<file path="config.mk">
export PLATFORM = sky130hd
export DESIGN_NAME = snapshot_undo_journal_top
export DESIGN_NICKNAME = d
export VERILOG_FILES = /design/src/rtl/snapuj_pkg.sv /design/src/rtl/snapshot_undo_journal_top.sv
export SDC_FILE = /design/constraint.sdc
export NUM_CORES = 2
export LEC_CHECK = 0
export BUFFER_PORTS_ARGS = -buffer_cell sky130_fd_sc_hd__buf_2
export CELL_PAD_IN_SITES_DETAIL_PLACEMENT = 1
export CELL_PAD_IN_SITES_GLOBAL_PLACEMENT = 1
export CORE_MARGIN = 10
export CORE_UTILIZATION = 40
export DETAILED_ROUTE_END_ITERATION = 10
export GPL_ROUTABILITY_DRIVEN = 0
export MAX_ROUTING_LAYER = met4
export PLACE_DENSITY = 0.71
export SYNTH_ARGS = -nofsm -noshare
export SYNTH_HDL_FRONTEND = slang
export SYNTH_SLANG_ARGS = --single-unit
</file>
<file path="constraint.sdc">
create_clock -name clock -period 17.45 [get_ports clock]
set_clock_uncertainty 0.1 [all_clocks]
set_input_delay 5.235 -clock clock [delete_from_list [all_inputs] [get_ports clock]]
set_output_delay 5.235 -clock clock [all_outputs]
set_load 0.02 [all_outputs]
</file>
<file path="src/rtl/snapuj_pkg.sv">
// Shared types and constants for the snapshot undo journal.
// No dependencies; imported by snapshot_undo_journal_top.
`default_nettype none

package snapuj_pkg;

   // request codes (req_tuser)
   localparam logic [2:0] REQ_PUSH_NEW  = 3'd0;
   localparam logic [2:0] REQ_PUSH_SET  = 3'd1;
   localparam logic [2:0] REQ_START     = 3'd2;
   localparam logic [2:0] REQ_ROLLBACK  = 3'd3;
   localparam logic [2:0] REQ_COMMIT    = 3'd4;

   // status codes
   localparam logic [1:0] STAT_OK       = 2'd0;
   localparam logic [1:0] STAT_MISMATCH = 2'd1;
   localparam logic [1:0] STAT_FULL     = 2'd2;

   // fixed field widths
   localparam int TYPE_W   = 3;
   localparam int INDEX_W  = 16;
   localparam int WORD_W   = 32;
   localparam int STATUS_W = 2;
   localparam int REQ_DATA_W = INDEX_W + 4 * WORD_W;   // 144, whole bytes
   localparam int RSP_DATA_W = WORD_W + INDEX_W + 3 * WORD_W;
   localparam int RSP_USER_W = STATUS_W + 3;

   typedef enum logic [2:0] {
      ST_IDLE,
      ST_EXEC,
      ST_POP,
      ST_POP_OUT,
      ST_STATUS
   } seq_state_type;

endpackage

`default_nettype wire

</file>
<file path="src/rtl/snapshot_undo_journal_top.sv">
// Snapshot undo journal: journal memory, mark stack and the request sequencer.
// Depends on snapuj_pkg.
//
// Usage
//   Request channel req_*: req_tuser carries the request code (push new, push set,
//   start snapshot, rollback, commit); req_tdata carries the index, the old
//   parent/rank/value of a push set and the snapshot id of a rollback or commit.
//   Response channel rsp_*: every request ends with one status response marked by
//   rsp_tlast. A successful rollback first returns one undo response per popped
//   journal entry, newest first (undo_valid set, tlast clear).
// Sequencing
//   One request is worked at a time; req_tready is high only while the sequencer
//   is idle. Push, start, commit and rejected requests pass through the accept,
//   execute and status states. A rollback adds pop states: a final floor check,
//   and per popped entry one for the journal memory's registered read port and
//   one to load the output register.
//   All responses pass through one output register, so a new request is taken
//   while the previous status response still waits for rsp_tready.
// Reset
//   Synchronous, active high: journal and mark stack empty, next id 1. The memories
//   are not cleared; only entries below the fill counts are ever used.
// Backpressure
//   A stalled rsp_tready holds the output register and the POP_OUT/STATUS states.
`default_nettype none

module snapshot_undo_journal_top #(
   parameter int JOURNAL_DEPTH = 32,
   parameter int MARK_DEPTH    = 8,
   parameter int INDEX_WIDTH   = 16
) (
   input  wire logic                               clock,
   input  wire logic                               reset,
   // request
   input  wire logic                               req_tvalid,
   output logic                                    req_tready,
   // tdata: item_index[15:0], prior_parent[47:16], prior_rank[79:48],
   //        prior_value[111:80], snapshot_id[143:112]
   input  wire logic [snapuj_pkg::REQ_DATA_W-1:0]  req_tdata,
   // tuser: req_type[2:0]
   input  wire logic [snapuj_pkg::TYPE_W-1:0]      req_tuser,
   // response
   output logic                                    rsp_tvalid,
   input  wire logic                               rsp_tready,
   // tdata: new_snapshot_id[31:0], undo_index[47:32], undo_parent[79:48],
   //        undo_rank[111:80], undo_value[143:112]
   output logic [snapuj_pkg::RSP_DATA_W-1:0]       rsp_tdata,
   // tuser: status[1:0], in_snapshot[2], undo_valid[3], undo_kind[4]
   output logic [snapuj_pkg::RSP_USER_W-1:0]       rsp_tuser,
   output logic                                    rsp_tlast
);
   import snapuj_pkg::*;

   localparam int JIW = $clog2(JOURNAL_DEPTH);              // journal address
   localparam int JLW = $clog2(JOURNAL_DEPTH + 1);          // journal fill count
   localparam int MIW = (MARK_DEPTH > 1) ? $clog2(MARK_DEPTH) : 1;
   localparam int MCW = $clog2(MARK_DEPTH + 1);

   // ---------------- registers ----------------
   seq_state_type             state_ff, state_in;
   logic [TYPE_W-1:0]         op_type_ff, op_type_in;
   logic [INDEX_WIDTH-1:0]    op_index_ff, op_index_in;
   logic [WORD_W-1:0]         op_parent_ff, op_parent_in;
   logic [WORD_W-1:0]         op_rank_ff, op_rank_in;
   logic [WORD_W-1:0]         op_value_ff, op_value_in;
   logic [WORD_W-1:0]         op_sid_ff, op_sid_in;
   logic [JLW-1:0]            jlen_ff, jlen_in;
   logic [MCW-1:0]            mcount_ff, mcount_in;
   logic [WORD_W-1:0]         next_id_ff, next_id_in;
   logic [JLW-1:0]            floor_ff, floor_in;
   logic [STATUS_W-1:0]       status_ff, status_in;
   logic [WORD_W-1:0]         new_id_ff, new_id_in;

   // output register
   logic                      rsp_valid_ff, rsp_valid_in;
   logic [STATUS_W-1:0]       out_status_ff, out_status_in;
   logic [WORD_W-1:0]         out_new_id_ff, out_new_id_in;
   logic                      out_insnap_ff, out_insnap_in;
   logic                      out_uvalid_ff, out_uvalid_in;
   logic                      out_ukind_ff, out_ukind_in;
   logic [INDEX_W-1:0]        out_uindex_ff, out_uindex_in;
   logic [WORD_W-1:0]         out_upar_ff, out_upar_in;
   logic [WORD_W-1:0]         out_urank_ff, out_urank_in;
   logic [WORD_W-1:0]         out_uval_ff, out_uval_in;
   logic                      out_last_ff, out_last_in;

   // ---------------- memories ----------------
   logic                      jkind_mem   [JOURNAL_DEPTH];
   logic [INDEX_WIDTH-1:0]    jindex_mem  [JOURNAL_DEPTH];
   logic [WORD_W-1:0]         jparent_mem [JOURNAL_DEPTH];
   logic [WORD_W-1:0]         jrank_mem   [JOURNAL_DEPTH];
   logic [WORD_W-1:0]         jvalue_mem  [JOURNAL_DEPTH];
   logic                      rd_kind_ff;
   logic [INDEX_WIDTH-1:0]    rd_index_ff;
   logic [WORD_W-1:0]         rd_parent_ff, rd_rank_ff, rd_value_ff;

   logic [WORD_W-1:0]         mid_mem  [MARK_DEPTH];
   logic [JLW-1:0]            mlen_mem [MARK_DEPTH];
   logic [WORD_W-1:0]         rd_mid_ff;
   logic [JLW-1:0]            rd_mlen_ff;

   // memory control
   logic                      jwr_en, jrd_en, mwr_en, mrd_en;
   logic                      jwr_kind;
   logic [JIW-1:0]            jwr_addr, jrd_addr;
   logic [MIW-1:0]            mwr_addr, mrd_addr;

   // ---------------- helpers ----------------
   logic                      req_fire, out_free;
   logic                      journal_full, marks_full, marks_empty, id_match, above_floor;
   logic [JLW-1:0]            jlen_dec;
   logic [MCW-1:0]            mcount_dec;
   logic [WORD_W-1:0]         idx_req_wide, idx_rd_wide;

   assign req_fire     = req_tvalid && req_tready;
   assign out_free     = !rsp_valid_ff || rsp_tready;
   assign journal_full = (jlen_ff >= JLW'(JOURNAL_DEPTH));
   assign marks_full   = (mcount_ff >= MCW'(MARK_DEPTH));
   assign marks_empty  = (mcount_ff == '0);
   assign id_match     = (rd_mid_ff == op_sid_ff);
   // shared compare used while popping: journal length against mark floor
   assign above_floor  = (jlen_ff > floor_ff);
   assign jlen_dec     = jlen_ff - 1'b1;
   assign mcount_dec   = mcount_ff - 1'b1;
   assign idx_req_wide = WORD_W'(req_tdata[INDEX_W-1:0]);
   assign idx_rd_wide  = WORD_W'(rd_index_ff);

   assign jwr_addr = jlen_ff[JIW-1:0];
   assign jrd_addr = jlen_dec[JIW-1:0];
   assign mwr_addr = mcount_ff[MIW-1:0];
   assign mrd_addr = mcount_dec[MIW-1:0];

   // ---------------- next state ----------------
   always_comb begin
      state_in = state_ff;
      case (state_ff)
         ST_IDLE: begin
            if (req_fire) state_in = ST_EXEC;
         end
         ST_EXEC: begin
            if (op_type_ff == REQ_ROLLBACK && !marks_empty && id_match) state_in = ST_POP;
            else state_in = ST_STATUS;
         end
         ST_POP: begin
            if (above_floor) state_in = ST_POP_OUT;
            else state_in = ST_STATUS;
         end
         ST_POP_OUT: begin
            if (out_free) state_in = ST_POP;
         end
         ST_STATUS: begin
            if (out_free) state_in = ST_IDLE;
         end
         default: state_in = ST_IDLE;
      endcase
   end

   // ---------------- outputs and datapath ----------------
   always_comb begin
      req_tready    = (state_ff == ST_IDLE);

      op_type_in    = op_type_ff;
      op_index_in   = op_index_ff;
      op_parent_in  = op_parent_ff;
      op_rank_in    = op_rank_ff;
      op_value_in   = op_value_ff;
      op_sid_in     = op_sid_ff;
      jlen_in       = jlen_ff;
      mcount_in     = mcount_ff;
      next_id_in    = next_id_ff;
      floor_in      = floor_ff;
      status_in     = status_ff;
      new_id_in     = new_id_ff;

      rsp_valid_in  = rsp_valid_ff && !rsp_tready;
      out_status_in = out_status_ff;
      out_new_id_in = out_new_id_ff;
      out_insnap_in = out_insnap_ff;
      out_uvalid_in = out_uvalid_ff;
      out_ukind_in  = out_ukind_ff;
      out_uindex_in = out_uindex_ff;
      out_upar_in   = out_upar_ff;
      out_urank_in  = out_urank_ff;
      out_uval_in   = out_uval_ff;
      out_last_in   = out_last_ff;

      jwr_en   = 1'b0;
      jwr_kind = 1'b0;
      jrd_en   = 1'b0;
      mwr_en   = 1'b0;
      mrd_en   = 1'b0;

      case (state_ff)
         ST_IDLE: begin
            if (req_fire) begin
               op_type_in   = req_tuser;
               op_index_in  = idx_req_wide[INDEX_WIDTH-1:0];
               op_parent_in = req_tdata[47:16];
               op_rank_in   = req_tdata[79:48];
               op_value_in  = req_tdata[111:80];
               op_sid_in    = req_tdata[143:112];
               mrd_en       = 1'b1;   // innermost mark, used by rollback/commit
            end
         end
         ST_EXEC: begin
            status_in = STAT_OK;
            new_id_in = '0;
            case (op_type_ff)
               REQ_PUSH_NEW, REQ_PUSH_SET: begin
                  if (journal_full) begin
                     status_in = STAT_FULL;
                  end else begin
                     jwr_en   = 1'b1;
                     jwr_kind = (op_type_ff == REQ_PUSH_SET);
                     jlen_in  = jlen_ff + 1'b1;
                  end
               end
               REQ_START: begin
                  if (marks_full) begin
                     status_in = STAT_FULL;
                  end else begin
                     mwr_en     = 1'b1;
                     new_id_in  = next_id_ff;
                     next_id_in = next_id_ff + 1'b1;
                     mcount_in  = mcount_ff + 1'b1;
                  end
               end
               REQ_ROLLBACK, REQ_COMMIT: begin
                  if (marks_empty || !id_match) begin
                     status_in = STAT_MISMATCH;
                  end else begin
                     // mark popped now; in_snapshot of undo items follows
                     mcount_in = mcount_dec;
                     floor_in  = rd_mlen_ff;
                     if (op_type_ff == REQ_COMMIT && mcount_ff == MCW'(1)) jlen_in = '0;
                  end
               end
               default: begin
                  status_in = STAT_OK;
               end
            endcase
         end
         ST_POP: begin
            if (above_floor) begin
               jrd_en  = 1'b1;
               jlen_in = jlen_dec;
            end
         end
         ST_POP_OUT: begin
            if (out_free) begin
               rsp_valid_in  = 1'b1;
               out_status_in = STAT_OK;
               out_new_id_in = '0;
               out_insnap_in = (mcount_ff != '0);
               out_uvalid_in = 1'b1;
               out_ukind_in  = rd_kind_ff;
               out_uindex_in = idx_rd_wide[INDEX_W-1:0];
               out_upar_in   = rd_parent_ff;
               out_urank_in  = rd_rank_ff;
               out_uval_in   = rd_value_ff;
               out_last_in   = 1'b0;
            end
         end
         ST_STATUS: begin
            if (out_free) begin
               rsp_valid_in  = 1'b1;
               out_status_in = status_ff;
               out_new_id_in = new_id_ff;
               out_insnap_in = (mcount_ff != '0);
               out_uvalid_in = 1'b0;
               out_ukind_in  = 1'b0;
               out_uindex_in = '0;
               out_upar_in   = '0;
               out_urank_in  = '0;
               out_uval_in   = '0;
               out_last_in   = 1'b1;
            end
         end
         default: begin
            req_tready = 1'b0;
         end
      endcase
   end

   // ---------------- registers ----------------
   always_ff @(posedge clock) begin
      if (reset) begin
         state_ff     <= ST_IDLE;
         jlen_ff      <= '0;
         mcount_ff    <= '0;
         next_id_ff   <= WORD_W'(1);
         rsp_valid_ff <= 1'b0;
      end else begin
         state_ff     <= state_in;
         jlen_ff      <= jlen_in;
         mcount_ff    <= mcount_in;
         next_id_ff   <= next_id_in;
         rsp_valid_ff <= rsp_valid_in;
      end
   end

   always_ff @(posedge clock) begin
      op_type_ff    <= op_type_in;
      op_index_ff   <= op_index_in;
      op_parent_ff  <= op_parent_in;
      op_rank_ff    <= op_rank_in;
      op_value_ff   <= op_value_in;
      op_sid_ff     <= op_sid_in;
      floor_ff      <= floor_in;
      status_ff     <= status_in;
      new_id_ff     <= new_id_in;
      out_status_ff <= out_status_in;
      out_new_id_ff <= out_new_id_in;
      out_insnap_ff <= out_insnap_in;
      out_uvalid_ff <= out_uvalid_in;
      out_ukind_ff  <= out_ukind_in;
      out_uindex_ff <= out_uindex_in;
      out_upar_ff   <= out_upar_in;
      out_urank_ff  <= out_urank_in;
      out_uval_ff   <= out_uval_in;
      out_last_ff   <= out_last_in;
   end

   // journal memory: one write port, one registered read port
   always_ff @(posedge clock) begin
      if (jwr_en) begin
         jkind_mem[jwr_addr]   <= jwr_kind;
         jindex_mem[jwr_addr]  <= op_index_ff;
         jparent_mem[jwr_addr] <= jwr_kind ? op_parent_ff : '0;
         jrank_mem[jwr_addr]   <= jwr_kind ? op_rank_ff : '0;
         jvalue_mem[jwr_addr]  <= jwr_kind ? op_value_ff : '0;
      end
      if (jrd_en) begin
         rd_kind_ff   <= jkind_mem[jrd_addr];
         rd_index_ff  <= jindex_mem[jrd_addr];
         rd_parent_ff <= jparent_mem[jrd_addr];
         rd_rank_ff   <= jrank_mem[jrd_addr];
         rd_value_ff  <= jvalue_mem[jrd_addr];
      end
   end

   // mark stack memory
   always_ff @(posedge clock) begin
      if (mwr_en) begin
         mid_mem[mwr_addr]  <= next_id_ff;
         mlen_mem[mwr_addr] <= jlen_ff;
      end
      if (mrd_en) begin
         rd_mid_ff  <= mid_mem[mrd_addr];
         rd_mlen_ff <= mlen_mem[mrd_addr];
      end
   end

   // ---------------- ports ----------------
   assign rsp_tvalid = rsp_valid_ff;
   assign rsp_tdata  = {out_uval_ff, out_urank_ff, out_upar_ff, out_uindex_ff, out_new_id_ff};
   assign rsp_tuser  = {out_ukind_ff, out_uvalid_ff, out_insnap_ff, out_status_ff};
   assign rsp_tlast  = out_last_ff;

   // ---------------- assertions ----------------
   a_jlen_bound: assert property (@(posedge clock) disable iff (reset)
      jlen_ff <= JLW'(JOURNAL_DEPTH))
      else $error("journal length beyond depth");

   a_mcount_bound: assert property (@(posedge clock) disable iff (reset)
      mcount_ff <= MCW'(MARK_DEPTH))
      else $error("mark count beyond depth");

   a_pop_floor: assert property (@(posedge clock) disable iff (reset)
      (state_ff == ST_POP_OUT) |-> (jlen_ff >= floor_ff))
      else $error("rollback popped below its mark");

   a_undo_not_last: assert property (@(posedge clock) disable iff (reset)
      (rsp_valid_ff && out_uvalid_ff) |-> !out_last_ff)
      else $error("undo response marked last");

   a_id_step: assert property (@(posedge clock) disable iff (reset)
      (state_ff == ST_EXEC && op_type_ff == REQ_START && !marks_full)
      |=> (next_id_ff == $past(next_id_ff) + WORD_W'(1)))
      else $error("snapshot id not advanced");

endmodule

`default_nettype wire

</file>
==> impl_metrics.env <==
export IMPL_post_route_period_util=0.426
export IMPL_synth_area_mm2=0.168
export IMPL_drt_wl_total_um=447000
export IMPL_fin_nets=7545
export IMPL_antenna_found_initial=33
export IMPL_critical_path_class="register to output pin"
export IMPL_antenna_left=0
export IMPL_cts_root_buffer="clkbuf_16"
export IMPL_drt_iter0_drc=11300
export IMPL_worstHoldStart="rd_mlen_ff[1]"
export IMPL_fmax_mhz=135
export IMPL_cts_buffer_depth=4
export IMPL_clk_pin_slew_ns=0.06
export IMPL_grt_pass1_wl_um=635000
export IMPL_p_leak_nw=58.9
export IMPL_critPathMaxFanout=43
export IMPL_wl_per_cell_um=33.7
export IMPL_synth_nets=6985
export IMPL_synthArstFlopShare=0
export IMPL_grt_total_usage=0.203
export IMPL_maxCapViolCount=0
export IMPL_final_util=0.458
export IMPL_wl_met3_um=36900
export IMPL_wl_met2_um=219000
export IMPL_period_needed_ns=7.43
export IMPL_drc=0
export IMPL_numCtsBuffers=442
export IMPL_overflow=0
export IMPL_syn_avg_cell_area_um2=24.6
export IMPL_clkSinkCount=4454
export IMPL_core_area_mm2=0.417
export IMPL_syn_inst=6820
export IMPL_synth_seq_cells=4454
export IMPL_dieArea_mm2=0.446
export IMPL_hold_ws_ns=0.305
export IMPL_viasPerCell=5.88
export IMPL_synth_cell_types=61
export IMPL_tightest_slew_ns=1.28
export IMPL_fp_dieW_um=668
export IMPL_grt_max_degree=144
export IMPL_power_w=0.0221
export IMPL_cts_tree="built"
export IMPL_hold_class="register to register"
export IMPL_cts_resized=0
export IMPL_cp_data_arrival_time_ns=2.10
export IMPL_setup_violations=0
export IMPL_synth_edff_count=4408
export IMPL_io_buffers=302
export IMPL_yosys_warnings=0
export IMPL_top_layer="met4"
export IMPL_initial_core_util=0.402
export IMPL_postCtsSetupBuffers=0
export IMPL_cp_start_kind="register"
export IMPL_hold_violations=0
export IMPL_crit_required_ns=12.11
export IMPL_slew_headroom=0.148
export IMPL_io_pin_count=303
export IMPL_final_cell_area_mm2=0.191
export IMPL_status="finished clean"
export IMPL_drtPass1Iterations=5
export IMPL_peakVddDrop_mv=0.102
export IMPL_ctsHoldBuffers=0
export IMPL_r2r_start="jlen_ff[0]"
export IMPL_finalSetupTns_ns=0
export IMPL_drive_gt1_frac=0.325
export IMPL_fp_dieH_um=668
export IMPL_dp_hpwl_um=219000
export IMPL_htree_levels=5
export IMPL_slew_violations=0
export IMPL_grt_pass1_vias=81600
export IMPL_syn2layout_area_growth_pct=13.8
export IMPL_synth_ff_type="edfxtp_1"
export IMPL_met1_length_um=177000
export IMPL_crit_path_start="state_ff[2]"
export IMPL_seq_area_frac_synth=0.794
export IMPL_rsz0062_at_grt="false"
export IMPL_placed_area_mm2=0.177
export IMPL_p_per_area_mw_per_mm2=116
export IMPL_rows=237
export IMPL_end_kind="output pin"
export IMPL_clk_latency_ns=1.02
export IMPL_dr_total_vias=78000
## state kept, by name, indices dropped and copies added (netlist names), 48 cells and up
register	cells
jparent_mem	1024
jrank_mem	1024
jvalue_mem	1024
jindex_mem	512
mid_mem	256
mlen_mem	48
## cell usage after synthesis, types with 3 or more instances
cell,number,area [µm²]
a21o_1,4,30.0
a21oi_1,17,85.1
a31oi_1,3,18.8
and2_1,146,913
and3_1,139,870
and4_1,4,35.0
buf_1,33,124
buf_2,105,526
buf_4,5,37.5
buf_6,9,101
clkbuf_1,197,739
dfxtp_1,46,921
edfxtp_1,4408,132000
ha_1,14,175
inv_1,17,63.8
mux2_2,153,1720
mux4_2,1206,27200
nand2_1,35,131
nand3_1,25,125
nand3b_1,5,37.5
nand4_1,16,100
nor2_1,92,345
nor2b_1,3,18.8
nor3_1,10,50.1
nor4_1,6,37.5
o21ai_0,11,55.1
or3_1,5,31.3
xnor2_1,36,315
xor2_1,31,272
## worst paths after layout
path | endpoint | slack [ns] | cells after the start
setup / recovery | req_tready | 10.02 | 3
hold / removal | floor_ff[1] | 0.31 | 0
setup reg to reg | rd_index_ff[2] | 10.86 | 8
hold reg to reg | floor_ff[1] | 0.31 | 0
## cells by family after synthesis
| logic type | after synthesis | share of synthesized area |
|---|---|---|
| compound gates | 55 | 0.00213 |
| flops | 4454 | 0.794 |
| mux | 1360 | 0.172 |
| simple gates | 504 | 0.0171 |
| fa+ha+maj | 14 | 0.00104 |
| xor+xnor | 67 | 0.00350 |
| buf+inv | 366 | 0.00949 |
## worst max-delay path: stages (launching register included)
cell and delay, ns:
dfxtp_1 0.30, buf_4 0.25, nor3_1 0.35, buf_2 0.23
## layer usage
layer | global-route usage | up-vias
li1 | - | 30400
met5 | - | -
met3 | 0.0270 | 819
met1 | 0.278 | 42700
met4 | 0.0595 | 0
met2 | 0.321 | 4173
## layout make-up
class / instances / area, µm²
Tap cell: 5497 / 6880
Clock inverter: 286 / 2720
Inverter: 17 / 63.8
Fill cell: 37200 / 226000
Clock buffer: 540 / 11700
Timing Repair Buffer: 465 / 2990
Multi-Input combinational cell: 2000 / 33300
Sequential cell: 4454 / 133000
Antenna cell: 19 / 47.5
## where the power goes
group | internal [W] | switching (W)
Sequential | 0.0117 | 0.0000580
Combinational | 0.000400 | 0.000510
Clock | 0.00529 | 0.00414
Total | 0.0174 | 0.00471
## cells in the final DEF, fill, tap and decap left out, types with 30 or more instances in the layout
| cell | n |
|---|---|
| clkinv_2 | 90 |
| bufinv_16 | 34 |
| and2_1 | 145 |
| clkbuf_16 | 450 |
| nor2_1 | 55 |
| and3_1 | 139 |
| mux4_2 | 1206 |
| nor2_4 | 36 |
| nand2_1 | 34 |
| mux2_2 | 153 |
| buf_2 | 302 |
| edfxtp_1 | 4408 |
| clkbuf_1 | 83 |
| clkinv_1 | 108 |
| buf_4 | 143 |
| dfxtp_1 | 44 |
| xor2_1 | 30 |
| xnor2_1 | 33 |
## per-stage QoR
| stage | cells | setup WS, ns |
|---|---|---|
| global route | 13300 | 9.92 |
| floorplan | 6820 | 5.20 |
| finish | 13300 | 10.02 |
| detailed placement | 12400 | 9.39 |
| global placement | 12400 | 9.47 |
| CTS | 13300 | 9.92 |
No activity file was read; power rests on OpenSTA's default activity.
